===== config.mk =====
export PLATFORM = sky130hd
export DESIGN_NAME = euclidean_norm_stream_flat
export DESIGN_NICKNAME = d
export VERILOG_FILES = /design/src/rtl/enr_pkg.sv /design/src/rtl/enr_stream_if.sv /design/src/rtl/enr_front.sv /design/src/rtl/enr_fifo.sv /design/src/rtl/enr_back.sv /design/src/rtl/euclidean_norm_stream.sv /design/src/flat_wrapper.sv
export SDC_FILE = /design/constraint.sdc
export NUM_CORES = 2
export LEC_CHECK = 0
export ABC_AREA = 1
export ABC_CLOCK_PERIOD_IN_PS = 6950
export BUFFER_PORTS_ARGS = -buffer_cell sky130_fd_sc_hd__buf_2
export CORE_MARGIN = 5
export CORE_UTILIZATION = 55
export CTS_CLUSTER_SIZE = 12
export DETAILED_ROUTE_END_ITERATION = 6
export GPL_TIMING_DRIVEN = 0
export PLACE_DENSITY = 0.73
export SLEW_MARGIN = 25
export SYNTH_ARGS = -nofsm -noshare
export SYNTH_HDL_FRONTEND = slang
export SYNTH_SLANG_ARGS = --single-unit

===== constraint.sdc =====
create_clock -name clk_i -period 6.95 [get_ports clk_i]
set_input_delay 1.0425 -clock clk_i [delete_from_list [all_inputs] [get_ports clk_i]]
set_output_delay 1.0425 -clock clk_i [all_outputs]
set_load 0.005 [all_outputs]

===== src/rtl/enr_pkg.sv =====
// ----------------------------------------------------------------------------
// Euclidean norm stream package
// Shared transaction types, configuration types and constants.
// ----------------------------------------------------------------------------
package enr_pkg;

  localparam int FIELD_W     = 24;
  localparam int STRIDE_W    = 8;
  localparam int NORM_W      = 32;
  localparam int ACC_W       = 64;
  localparam int REG_IDX_W   = 1;
  localparam int FIFO_DEPTH  = 4;
  localparam int SQRT_STEPS  = 32;
  localparam int SQRT_CNT_W  = 5;
  localparam logic [ACC_W-1:0] SQRT_TOP_BIT = 64'h4000_0000_0000_0000;

  typedef enum logic [REG_IDX_W-1:0] {
    REG_STRIDE  = 1'b0,
    REG_COMPLEX = 1'b1
  } reg_idx_e;

  typedef enum logic [2:0] {
    S_IDLE = 3'b001,
    S_RUN  = 3'b010,
    S_DONE = 3'b100
  } sqrt_state_e;

  typedef struct packed {
    logic signed [FIELD_W-1:0] re;
    logic signed [FIELD_W-1:0] im;
    logic                      last;
  } in_t;

  typedef struct packed {
    logic [NORM_W-1:0] norm;
    logic              saturated;
  } out_t;

  typedef struct packed {
    logic [STRIDE_W-1:0] stride;
    logic                complex_mode;
  } cfg_t;

endpackage


===== src/rtl/enr_stream_if.sv =====
// ----------------------------------------------------------------------------
// Stream interface
// Valid/ready channel carrying one payload of a configurable type.
// ----------------------------------------------------------------------------
interface enr_stream_if #(
  parameter type T = logic
) ();

  logic valid;
  logic ready;
  T     data;

  modport source (output valid, output data, input ready);
  modport sink   (input valid, input data, output ready);

endinterface


===== src/rtl/enr_front.sv =====
// ----------------------------------------------------------------------------
// Front end
// Selects strided elements and forms their squared magnitudes in two stages.
// ----------------------------------------------------------------------------
module enr_front #(
  parameter int SAMPLE_BITS = 24
) (
  input  logic          clk_i,
  input  logic          rst_ni,
  input  enr_pkg::cfg_t cfg_i,
  enr_stream_if.sink    in,
  enr_stream_if.source  out
);
  import enr_pkg::*;

  localparam int SQ_W = 2 * SAMPLE_BITS;

  function automatic logic [SAMPLE_BITS-1:0] magnitude(input logic [FIELD_W-1:0] raw);
    logic [31:0]            wide;
    logic [SAMPLE_BITS-1:0] s;
    wide = {{(32 - FIELD_W){1'b0}}, raw};
    s    = wide[SAMPLE_BITS-1:0];
    return s[SAMPLE_BITS-1] ? (~s + 1'b1) : s;
  endfunction

  logic [STRIDE_W-1:0]    pos_q, pos_d, pos_inc, eff_stride;
  logic                   va_q, vb_q;
  logic [SAMPLE_BITS-1:0] mag_re_q, mag_im_q, mag_re_d, mag_im_d;
  logic                   last_a_q, last_b_q;
  logic [SQ_W-1:0]        sq_re_q, sq_im_q;
  logic                   in_acc, adv_a, adv_b, sel;

  assign adv_b    = vb_q && out.ready;
  assign adv_a    = va_q && (!vb_q || adv_b);
  assign in.ready = !va_q || adv_a;
  assign in_acc   = in.valid && in.ready;

  always_comb begin
    eff_stride = (cfg_i.stride == '0) ? STRIDE_W'(1) : cfg_i.stride;
    pos_inc    = pos_q + 1'b1;
    sel        = (pos_q == '0);
    if (in.data.last || (pos_inc >= eff_stride)) begin
      pos_d = '0;
    end else begin
      pos_d = pos_inc;
    end
    mag_re_d = sel ? magnitude(in.data.re) : '0;
    mag_im_d = (sel && cfg_i.complex_mode) ? magnitude(in.data.im) : '0;
  end

  always_ff @(posedge clk_i or negedge rst_ni) begin
    if (!rst_ni) begin
      pos_q <= '0;
      va_q  <= 1'b0;
      vb_q  <= 1'b0;
    end else begin
      if (in_acc) begin
        pos_q <= pos_d;
      end
      if (in.ready) begin
        va_q <= in.valid;
      end
      if (!vb_q || adv_b) begin
        vb_q <= adv_a;
      end
    end
  end

  always_ff @(posedge clk_i) begin
    if (in_acc) begin
      mag_re_q <= mag_re_d;
      mag_im_q <= mag_im_d;
      last_a_q <= in.data.last;
    end
    if (adv_a) begin
      sq_re_q  <= SQ_W'(mag_re_q) * SQ_W'(mag_re_q);
      sq_im_q  <= SQ_W'(mag_im_q) * SQ_W'(mag_im_q);
      last_b_q <= last_a_q;
    end
  end

  assign out.valid     = vb_q;
  assign out.data.term = sq_re_q + sq_im_q;
  assign out.data.last = last_b_q;

endmodule


===== src/rtl/enr_fifo.sv =====
// ----------------------------------------------------------------------------
// Term queue
// Short first-in first-out buffer between the front end and the back end.
// ----------------------------------------------------------------------------
module enr_fifo #(
  parameter type T = logic
) (
  input  logic         clk_i,
  input  logic         rst_ni,
  enr_stream_if.sink   in,
  enr_stream_if.source out
);
  import enr_pkg::*;

  localparam int PTR_W = $clog2(FIFO_DEPTH);
  localparam int CNT_W = $clog2(FIFO_DEPTH + 1);

  T                 mem_q [FIFO_DEPTH];
  logic [PTR_W-1:0] wr_q, rd_q;
  logic [CNT_W-1:0] cnt_q;
  logic             push, pop;

  assign in.ready  = (cnt_q != CNT_W'(FIFO_DEPTH));
  assign out.valid = (cnt_q != '0);
  assign out.data  = mem_q[rd_q];
  assign push      = in.valid && in.ready;
  assign pop       = out.valid && out.ready;

  always_ff @(posedge clk_i or negedge rst_ni) begin
    if (!rst_ni) begin
      wr_q  <= '0;
      rd_q  <= '0;
      cnt_q <= '0;
    end else begin
      if (push) begin
        wr_q <= wr_q + 1'b1;
      end
      if (pop) begin
        rd_q <= rd_q + 1'b1;
      end
      if (push && !pop) begin
        cnt_q <= cnt_q + 1'b1;
      end else if (pop && !push) begin
        cnt_q <= cnt_q - 1'b1;
      end
    end
  end

  always_ff @(posedge clk_i) begin
    if (push) begin
      mem_q[wr_q] <= in.data;
    end
  end

  a_cnt_bound: assert property (@(posedge clk_i) disable iff (!rst_ni)
    cnt_q <= CNT_W'(FIFO_DEPTH))
    else $error("Queue count exceeds its depth.");

  a_empty_ptrs: assert property (@(posedge clk_i) disable iff (!rst_ni)
    cnt_q == '0 |-> wr_q == rd_q)
    else $error("Empty queue with unequal pointers.");

  a_push_count: assert property (@(posedge clk_i) disable iff (!rst_ni)
    push && !pop |=> cnt_q == $past(cnt_q) + 1'b1)
    else $error("Queue count did not follow a lone push.");

endmodule


===== src/rtl/enr_back.sv =====
// ----------------------------------------------------------------------------
// Back end
// Saturating accumulator and iterative integer square root with output register.
// ----------------------------------------------------------------------------
module enr_back (
  input  logic         clk_i,
  input  logic         rst_ni,
  enr_stream_if.sink   in,
  enr_stream_if.source out
);
  import enr_pkg::*;

  sqrt_state_e           state_q, state_d;
  logic [ACC_W-1:0]      sum_q, sum_d, sum_new;
  logic                  sat_q, sat_d, sat_new;
  logic [ACC_W:0]        acc_sum;
  logic [ACC_W-1:0]      rem_q, rem_d, res_q, res_d, bit_q, bit_d, trial;
  logic [SQRT_CNT_W-1:0] cnt_q, cnt_d;
  logic                  flag_q, flag_d;
  logic                  out_valid_q, out_valid_d;
  out_t                  out_q, out_d;
  logic                  pop;

  assign in.ready  = !in.data.last || (state_q == S_IDLE);
  assign pop       = in.valid && in.ready;
  assign out.valid = out_valid_q;
  assign out.data  = out_q;

  always_comb begin
    acc_sum     = {1'b0, sum_q} + (ACC_W + 1)'(in.data.term);
    sum_new     = acc_sum[ACC_W] ? '1 : acc_sum[ACC_W-1:0];
    sat_new     = sat_q | acc_sum[ACC_W];
    trial       = res_q + bit_q;
    state_d     = state_q;
    sum_d       = sum_q;
    sat_d       = sat_q;
    rem_d       = rem_q;
    res_d       = res_q;
    bit_d       = bit_q;
    cnt_d       = cnt_q;
    flag_d      = flag_q;
    out_d       = out_q;
    out_valid_d = out_valid_q;

    if (out.valid && out.ready) begin
      out_valid_d = 1'b0;
    end

    if (pop) begin
      if (in.data.last) begin
        sum_d = '0;
        sat_d = 1'b0;
      end else begin
        sum_d = sum_new;
        sat_d = sat_new;
      end
    end

    unique case (state_q)
      S_IDLE: begin
        if (pop && in.data.last) begin
          state_d = S_RUN;
          rem_d   = sum_new;
          res_d   = '0;
          bit_d   = SQRT_TOP_BIT;
          cnt_d   = '0;
          flag_d  = sat_new;
        end
      end
      S_RUN: begin
        if (rem_q >= trial) begin
          rem_d = rem_q - trial;
          res_d = (res_q >> 1) + bit_q;
        end else begin
          res_d = res_q >> 1;
        end
        bit_d = bit_q >> 2;
        cnt_d = cnt_q + 1'b1;
        if (cnt_q == SQRT_CNT_W'(SQRT_STEPS - 1)) begin
          state_d = S_DONE;
        end
      end
      S_DONE: begin
        if (!out_valid_q || out.ready) begin
          out_d.norm      = res_q[NORM_W-1:0];
          out_d.saturated = flag_q;
          out_valid_d     = 1'b1;
          state_d         = S_IDLE;
        end
      end
      default: begin
        state_d = S_IDLE;
      end
    endcase
  end

  always_ff @(posedge clk_i or negedge rst_ni) begin
    if (!rst_ni) begin
      state_q     <= S_IDLE;
      sum_q       <= '0;
      sat_q       <= 1'b0;
      cnt_q       <= '0;
      out_valid_q <= 1'b0;
    end else begin
      state_q     <= state_d;
      sum_q       <= sum_d;
      sat_q       <= sat_d;
      cnt_q       <= cnt_d;
      out_valid_q <= out_valid_d;
    end
  end

  always_ff @(posedge clk_i) begin
    rem_q  <= rem_d;
    res_q  <= res_d;
    bit_q  <= bit_d;
    flag_q <= flag_d;
    out_q  <= out_d;
  end

  a_sat_pinned: assert property (@(posedge clk_i) disable iff (!rst_ni)
    sat_q |-> sum_q == '1)
    else $error("Saturation flag set while the sum is below its maximum.");

  a_last_idle: assert property (@(posedge clk_i) disable iff (!rst_ni)
    in.valid && in.ready && in.data.last |-> state_q == S_IDLE)
    else $error("Vector end taken while the square root unit is busy.");

  a_sqrt_len: assert property (@(posedge clk_i) disable iff (!rst_ni)
    state_q == S_RUN && cnt_q == SQRT_CNT_W'(SQRT_STEPS - 1) |=> state_q == S_DONE)
    else $error("Square root did not finish after its last step.");

endmodule


===== src/rtl/euclidean_norm_stream.sv =====
// ----------------------------------------------------------------------------
// Euclidean norm stream
// Streaming floor integer square root of the sum of squared magnitudes.
// ----------------------------------------------------------------------------
//  Channel   Direction  Handshake        Payload
//  in_i      sink       valid/ready      re, im, last
//  out_o     source     valid/ready      norm, saturated
//  cfg       write      cfg_we_i         cfg_idx_i, cfg_wdata_i
//
//  One element transaction is accepted per cycle while the queue has room.
//  Each vector end starts an iterative square root, one result bit per cycle;
//  it overlaps the accumulation of the next vector, and a further vector end
//  waits until it has finished. Reset is asynchronous and needs no
//  clearing pass.
// ----------------------------------------------------------------------------
module euclidean_norm_stream #(
  parameter int SAMPLE_BITS = 24
) (
  input  logic                            clk_i,
  input  logic                            rst_ni,
  enr_stream_if.sink                      in_i,
  enr_stream_if.source                    out_o,
  input  logic                            cfg_we_i,
  input  logic [enr_pkg::REG_IDX_W-1:0]   cfg_idx_i,
  input  logic [enr_pkg::STRIDE_W-1:0]    cfg_wdata_i
);
  import enr_pkg::*;

  typedef struct packed {
    logic [2*SAMPLE_BITS-1:0] term;
    logic                     last;
  } term_t;

  cfg_t cfg_q;

  always_ff @(posedge clk_i or negedge rst_ni) begin
    if (!rst_ni) begin
      cfg_q.stride       <= STRIDE_W'(1);
      cfg_q.complex_mode <= 1'b0;
    end else if (cfg_we_i) begin
      unique case (reg_idx_e'(cfg_idx_i))
        REG_STRIDE:  cfg_q.stride       <= cfg_wdata_i;
        REG_COMPLEX: cfg_q.complex_mode <= cfg_wdata_i[0];
        default:     cfg_q              <= cfg_q;
      endcase
    end
  end

  enr_stream_if #(.T(term_t)) front_q ();
  enr_stream_if #(.T(term_t)) q_back ();

  enr_front #(
    .SAMPLE_BITS(SAMPLE_BITS)
  ) u_front (
    .clk_i (clk_i),
    .rst_ni(rst_ni),
    .cfg_i (cfg_q),
    .in    (in_i),
    .out   (front_q)
  );

  enr_fifo #(
    .T(term_t)
  ) u_fifo (
    .clk_i (clk_i),
    .rst_ni(rst_ni),
    .in    (front_q),
    .out   (q_back)
  );

  enr_back u_back (
    .clk_i (clk_i),
    .rst_ni(rst_ni),
    .in    (q_back),
    .out   (out_o)
  );

endmodule


===== src/flat_wrapper.sv =====
// flat-port wrapper written by rule: the top's interface ports become plain ports
module euclidean_norm_stream_flat import enr_pkg::*;
#(
  parameter int SAMPLE_BITS = 24
)
  (clk_i, rst_ni, cfg_we_i, cfg_idx_i, cfg_wdata_i, in_i_valid, in_i_data, in_i_ready, out_o_valid, out_o_data, out_o_ready);
  enr_stream_if #(.T(in_t)) in_i_i ();
  enr_stream_if #(.T(out_t)) out_o_i ();
  input  logic clk_i;
  input  logic rst_ni;
  input  logic cfg_we_i;
  input  logic [enr_pkg::REG_IDX_W-1:0] cfg_idx_i;
  input  logic [enr_pkg::STRIDE_W-1:0] cfg_wdata_i;
  input wire logic [$bits(in_i_i.valid)-1:0] in_i_valid;
  input wire logic [$bits(in_i_i.data)-1:0] in_i_data;
  output wire logic [$bits(in_i_i.ready)-1:0] in_i_ready;
  output wire logic [$bits(out_o_i.valid)-1:0] out_o_valid;
  output wire logic [$bits(out_o_i.data)-1:0] out_o_data;
  input wire logic [$bits(out_o_i.ready)-1:0] out_o_ready;
  assign in_i_i.valid = in_i_valid;
  assign in_i_i.data = in_i_data;
  assign in_i_ready = in_i_i.ready;
  assign out_o_valid = out_o_i.valid;
  assign out_o_data = out_o_i.data;
  assign out_o_i.ready = out_o_ready;
  euclidean_norm_stream #(.SAMPLE_BITS(SAMPLE_BITS)) u_core (.clk_i(clk_i), .rst_ni(rst_ni), .in_i(in_i_i), .out_o(out_o_i), .cfg_we_i(cfg_we_i), .cfg_idx_i(cfg_idx_i), .cfg_wdata_i(cfg_wdata_i));
endmodule

After elaboration in Yosys (flattened, before gate mapping)
Memories as Yosys holds them, arrays and structs flattened.
Cells that the tools add are included.
Word-level totals
  register bits after elaboration: 472
  bits in writable memories: 196
  bits of input ports: 63
  output and inout bits: 35
  memories kept: 1
Operators by class
  add/sub/neg operators: 13
  multiply operators: 2
  magnitude comparators: 2
  eq/ne operators: 9
  muxes and demuxes: 28
  bitwise gates (word level): 4
  reductions and logical operators: 34
Memory list
  u_core.u_fifo.mem_q: words 4, width 49, read ports 1, clocked after memory_dff 0, write ports 1, RTL line enr_fifo.sv:18  | T mem_q [FIFO_DEPTH];
Operators with widths (count)
  $mux W64: 7
  $pmux W64 S2: 3
  $mul A24 B24 Y48: 2
  $add A64 B48 Y65: 1
  $add A63 B64 Y64: 1
  $add A64 B64 Y64: 1
  $ge A64 B64 Y1: 1
  $sub A64 B64 Y64: 1
  $add A24 B1 Y24 const B: 2
  $add A48 B48 Y48: 1
  $not A24 Y24: 2
  $mux W23: 2
  $logic_not A8 Y1: 2
  $mux W8: 2
  $mux W3: 5
  $reduce_and A2 Y1: 7
  $pmux W5 S2: 1
  $logic_and A1 B1 Y1: 9
  $pmux W3 S3: 1
  $add A8 B1 Y8 const B: 1
  $ge A8 B8 Y1: 1
  $logic_not A1 Y1: 6
  $mux W1: 6
  $ne A2 B2 Y1 const B: 3
  other kinds (17): 24

Depth between registers and ports, before layout
An unclocked memory read counts as a cell.
  depth in word-level cells: 7
  mapped depth: 30
  gate-level depth less buffers: 28

Modules after synthesis
From an unflattened synthesis, not the netlist that was laid out.
Second synthesis, totals
  cells, all modules: 11801
  area total of the unflattened synthesis: 83905.5 um2
By module, submodules not included
  enr_front: instances 1, cells an instance 6040, area each 45626.3 um2, seq. area each 4574.4 um2
  enr_back: instances 1, cells an instance 5090, area each 29739.8 um2, seq. area each 7678.6 um2
  enr_fifo: instances 1, cells an instance 631, area each 8170.3 um2, seq. area each 6060.8 um2
  euclidean_norm_stream: instances 1, cells an instance 40, area each 369.1 um2, seq. area each 226.5 um2

Least setup slack after synthesis
Ideal clock, no wire load.
  path type: register to register
  from: register u_core.u_front.mag_im_q[12]
  to: register u_core.u_front.sq_im_q[29] (data pin)
  setup time: 0.265 ns
  data arrival time: 6.081 ns
  data required time: 6.685 ns
  slack: 0.604 ns
  stages on the path, launching flop included: 27
  path buffers: 2
  clock period less this slack: 6.346 ns
  cells stage by stage: edfxtp_1 clkbuf_1 clkbuf_1 nand2_1 inv_1 fa_1 fa_1 inv_1 fa_1 inv_1 fa_1 inv_1 fa_1 inv_1 fa_1 inv_1 fa_1 inv_1 ha_1 nand2_1 inv_1 a21oi_1 nor2_1 nor2_1 a21boi_0 o21ai_0 xor2_1
Between the ends
  longest elaborated chain between the ends: 1
Ends and longest elaborated chain
  from (decl): RTL line enr_front.sv:28  | logic [SAMPLE_BITS-1:0] mag_re_q, mag_im_q, mag_re_d, mag_im_d;
  from (signal assigned): RTL line enr_front.sv:72  | mag_im_q <= mag_im_d;
  $mul A24 B24 Y48: RTL line enr_front.sv:77  | sq_im_q <= SQ_W'(mag_im_q) * SQ_W'(mag_im_q);
  to (signal assigned): RTL line enr_front.sv:77
  to (decl): RTL line enr_front.sv:30  | logic [SQ_W-1:0] sq_re_q, sq_im_q;
No other way between the ends.
A chain may end at the register's enable or synchronous reset.

Final worst setup path
  from: register u_core.u_front.mag_re_q[22]
  to: register u_core.u_front.sq_re_q[28] (data pin)
Between the ends
  longest elaborated chain between the ends: 1
Ends and longest elaborated chain
  from (decl): RTL line enr_front.sv:28
  from (signal assigned): RTL line enr_front.sv:71  | mag_re_q <= mag_re_d;
  $mul A24 B24 Y48: RTL line enr_front.sv:76  | sq_re_q <= SQ_W'(mag_re_q) * SQ_W'(mag_re_q);
  to (signal assigned): RTL line enr_front.sv:76
  to (decl): RTL line enr_front.sv:30
No other way between the ends.

==> impl_metrics.ini <==
[cts]
clock-root-buffer = clkbuf_16
cts_tree = yes
insertion_delay_ns = 0.72
holdBufCountCts = 0
cts.clk_slew.worst_paths_ns = 0.06
cts_buffers = 78
htree_levels = 3
cts.sinks = 634
clockBufferDepth = 3

[yosys]
ys.flop_type = edfxtp_1
synth_area_per_cell_sq_um = 7.36
async_flop_share_pct = 15.8
syn_nets = 12529
synth_area_sq_um = 81100
synth_seq_cells = 634
postSynthCellCount = 11025
ys_warn_count = 0
synth_top_area_share_pct = 20.9
ys_seq_area_share_pct = 22.9
yosysTopAreaCell = fa_1
netlist-cell-type-count = 56
synth.area.top_cells = fa_1 21%, edfxtp_1 20%, nand2_1 14%
synth-edff-count = 534

[placement]
detailedPlacementHpwl_microns = 225000
io_buffers = 95
pre_cts_ws_ns = -0.862
place.gp.congestion = 1.01

[timing]
fin_ws_ns = 0.131
drv_slew = 0
fmax_mhz = 147
whs_ns = 0.251
tightest_slew_ns = 1.19
hold_violations = 0
finalCriticalPeriod_ns = 6.82
final.period_utilization_pct = 98.1
final-setup-viol-count = 0
relSlewSlack_pct = 20.1
rsz0062_at_grt = yes
finalClockSkew_ns = 0.0560

[route]
via_count = 72744
viasPerCell = 5.47
firstDrtPassIters = 7
dr.first_iter.drc_count = 7259
postRouteAntennaNets = 0
wirelength_microns = 272000
drc = 7
wl_per_cell_microns = 20.5

[setup_path]
crit_type = reg -> reg
path_max_fanout = 10
critPathLaunchType = flip-flop
worst_setup_path_end_kind = flip-flop
worstPathRequired_ns = 7.43
cp_data_arrival_time_ns = 7.30

[floorplan]
floorplan.rows = 141
die_y_microns = 394
core-area_sq_um = 147000
die_x_microns = 394
dieArea_sq_um = 155000
io_pins = 98
start_util_pct = 55.1

[finish]
fin_nets = 12811
layout_common_cells = 3099 x nand2_1, 2627 x inv_1, 898 x nor2_1
drive_above_1_share_pct = 5.01
final_common_cell = nand2_1
fin_util_pct = 60.2
area_growth_pct = 9.10

[grt]
grt_antenna_before_repair = 5
grt_usage_pct = 34.3
grt_pass1_vias = 70266
grt_max_degree = 86
grt_pass1_wl_microns = 409000
grt_overflow_total = 0

[status]
violations = DRC
status = finished with violations

[hold_path]
hp-class = in -> async

[job]
maxCapViolCount = 0
[critical path, cell delays in order (launching register included)]
cell and delay (ns):
edfxtp_1 0.58, buf_4 0.32, nand2_1 0.08, inv_1 0.10, fa_1 0.45, fa_1 0.58
inv_1 0.08, fa_1 0.54, inv_1 0.06, fa_1 0.48, fa_1 0.52, fa_1 0.49
inv_1 0.05, fa_1 0.54, inv_1 0.06, ha_1 0.31, inv_1 0.18, o21ai_1 0.14
a21oi_1 0.21, a21boi_2 0.26, nand2_1 0.09, a21oi_1 0.23, xor2_2 0.26
[flip-flops by register name, summed over array words and instances (netlist names), 2 cells and up]
signal / count
u_core.u_fifo.wr_q: 2
u_core.u_fifo.cnt_q: 3
u_core.u_front.sq_re_q: 47
u_core.u_back.cnt_q: 5
u_core.u_back.rem_q: 64
u_core.u_front.sq_im_q: 47
u_core.u_back.bit_q: 32
u_core.u_front.mag_im_q: 24
u_core.u_back.out.data: 33
u_core.u_back.state_q: 3
u_core.cfg_q: 9
u_core.u_fifo.mem_q: 196
u_core.u_back.sum_q: 64
u_core.u_front.pos_q: 8
u_core.u_back.res_q: 64
u_core.u_fifo.rd_q: 2
u_core.u_front.mag_re_q: 24
[timing repair]
action | in CTS | in global routing
resized for setup | 145 | 197
setup buffers | 62 | 35
setup endpoints to repair | 65 | 52
pin swaps | 0 | 5
[synth_stat cells (102+ instances only)]
cell      instances
nand2_1        3102
inv_1          2629
nor2_1          911
fa_1            847
ha_1            594
edfxtp_1        534
nand3_1         437
a21oi_1         430
o21ai_0         413
xor2_1          194
clkbuf_1        161
xnor2_1         102
[cell type report]
class | count | area (sq um)
diodes | 3 | 7.51
plain buffers | 197 | 1170
clock buffers | 95 | 2050
clock inverters | 45 | 587
fillers | 13599 | 58600
inverters | 2638 | 9920
multi-input cells | 7550 | 52200
flip-flops and latches | 634 | 18500
well taps | 1930 | 2410
repair buffers | 208 | 1650
[metal layers]
metal	track usage (%)	wire, microns	vias to the layer above
li1	-	-	34238
met3	6.49	24800	656
met2	55.0	123000	3325
met4	17.2	16200	4
met1	44.9	109000	34521
met5	0	23	-
[final timing paths]
path                                        startpoint                    endpoint  slack, ns  cells past startpoint
setup / recovery           u_core.u_front.mag_re_q[22]  u_core.u_front.sq_re_q[28]       0.13                     22
hold / removal                                  rst_ni      u_core.u_back.sum_q[8]       0.25                      1
setup reg to reg           u_core.u_front.mag_re_q[22]  u_core.u_front.sq_re_q[28]       0.13                     22
hold reg to reg                u_core.u_front.last_a_q     u_core.u_front.last_b_q       0.42                      0
max in group asynchronous                       rst_ni             u_core.cfg_q[1]       5.91                      2
min in group clk_i             u_core.u_front.last_a_q     u_core.u_front.last_b_q       0.42                      0
[per-stage QoR]
| stage | cell area (sq um) | TNS [ns] | cells |
|---|---|---|---|
| global route | 88500 | -0.232 | 13297 |
| detailed placement | 84500 | -28.95 | 13066 |
| global placement | 84000 | -203.77 | 13050 |
| finish | 88500 | 0 | 13300 |
| floorplan | 81100 | 0 | 11025 |
| CTS | 87900 | 0 | 13265 |
[logic make-up (layout without fill, tap and decap cells)]
group / count (synthesis) / count (layout) / synth area share, %
buf+inv: 2841 / 3183 / 13.2
simple gates: 4736 / 4736 / 23.4
compound gates: 1077 / 1077 / 7.22
other cells: 0 / 3 / 0
xor+xnor: 296 / 296 / 3.20
fa+ha+maj: 1441 / 1441 / 30.1
flops: 634 / 634 / 22.9
Power is not shown: default switching activity piles up to over one toggle a cycle in this logic, so the estimate is an artifact.
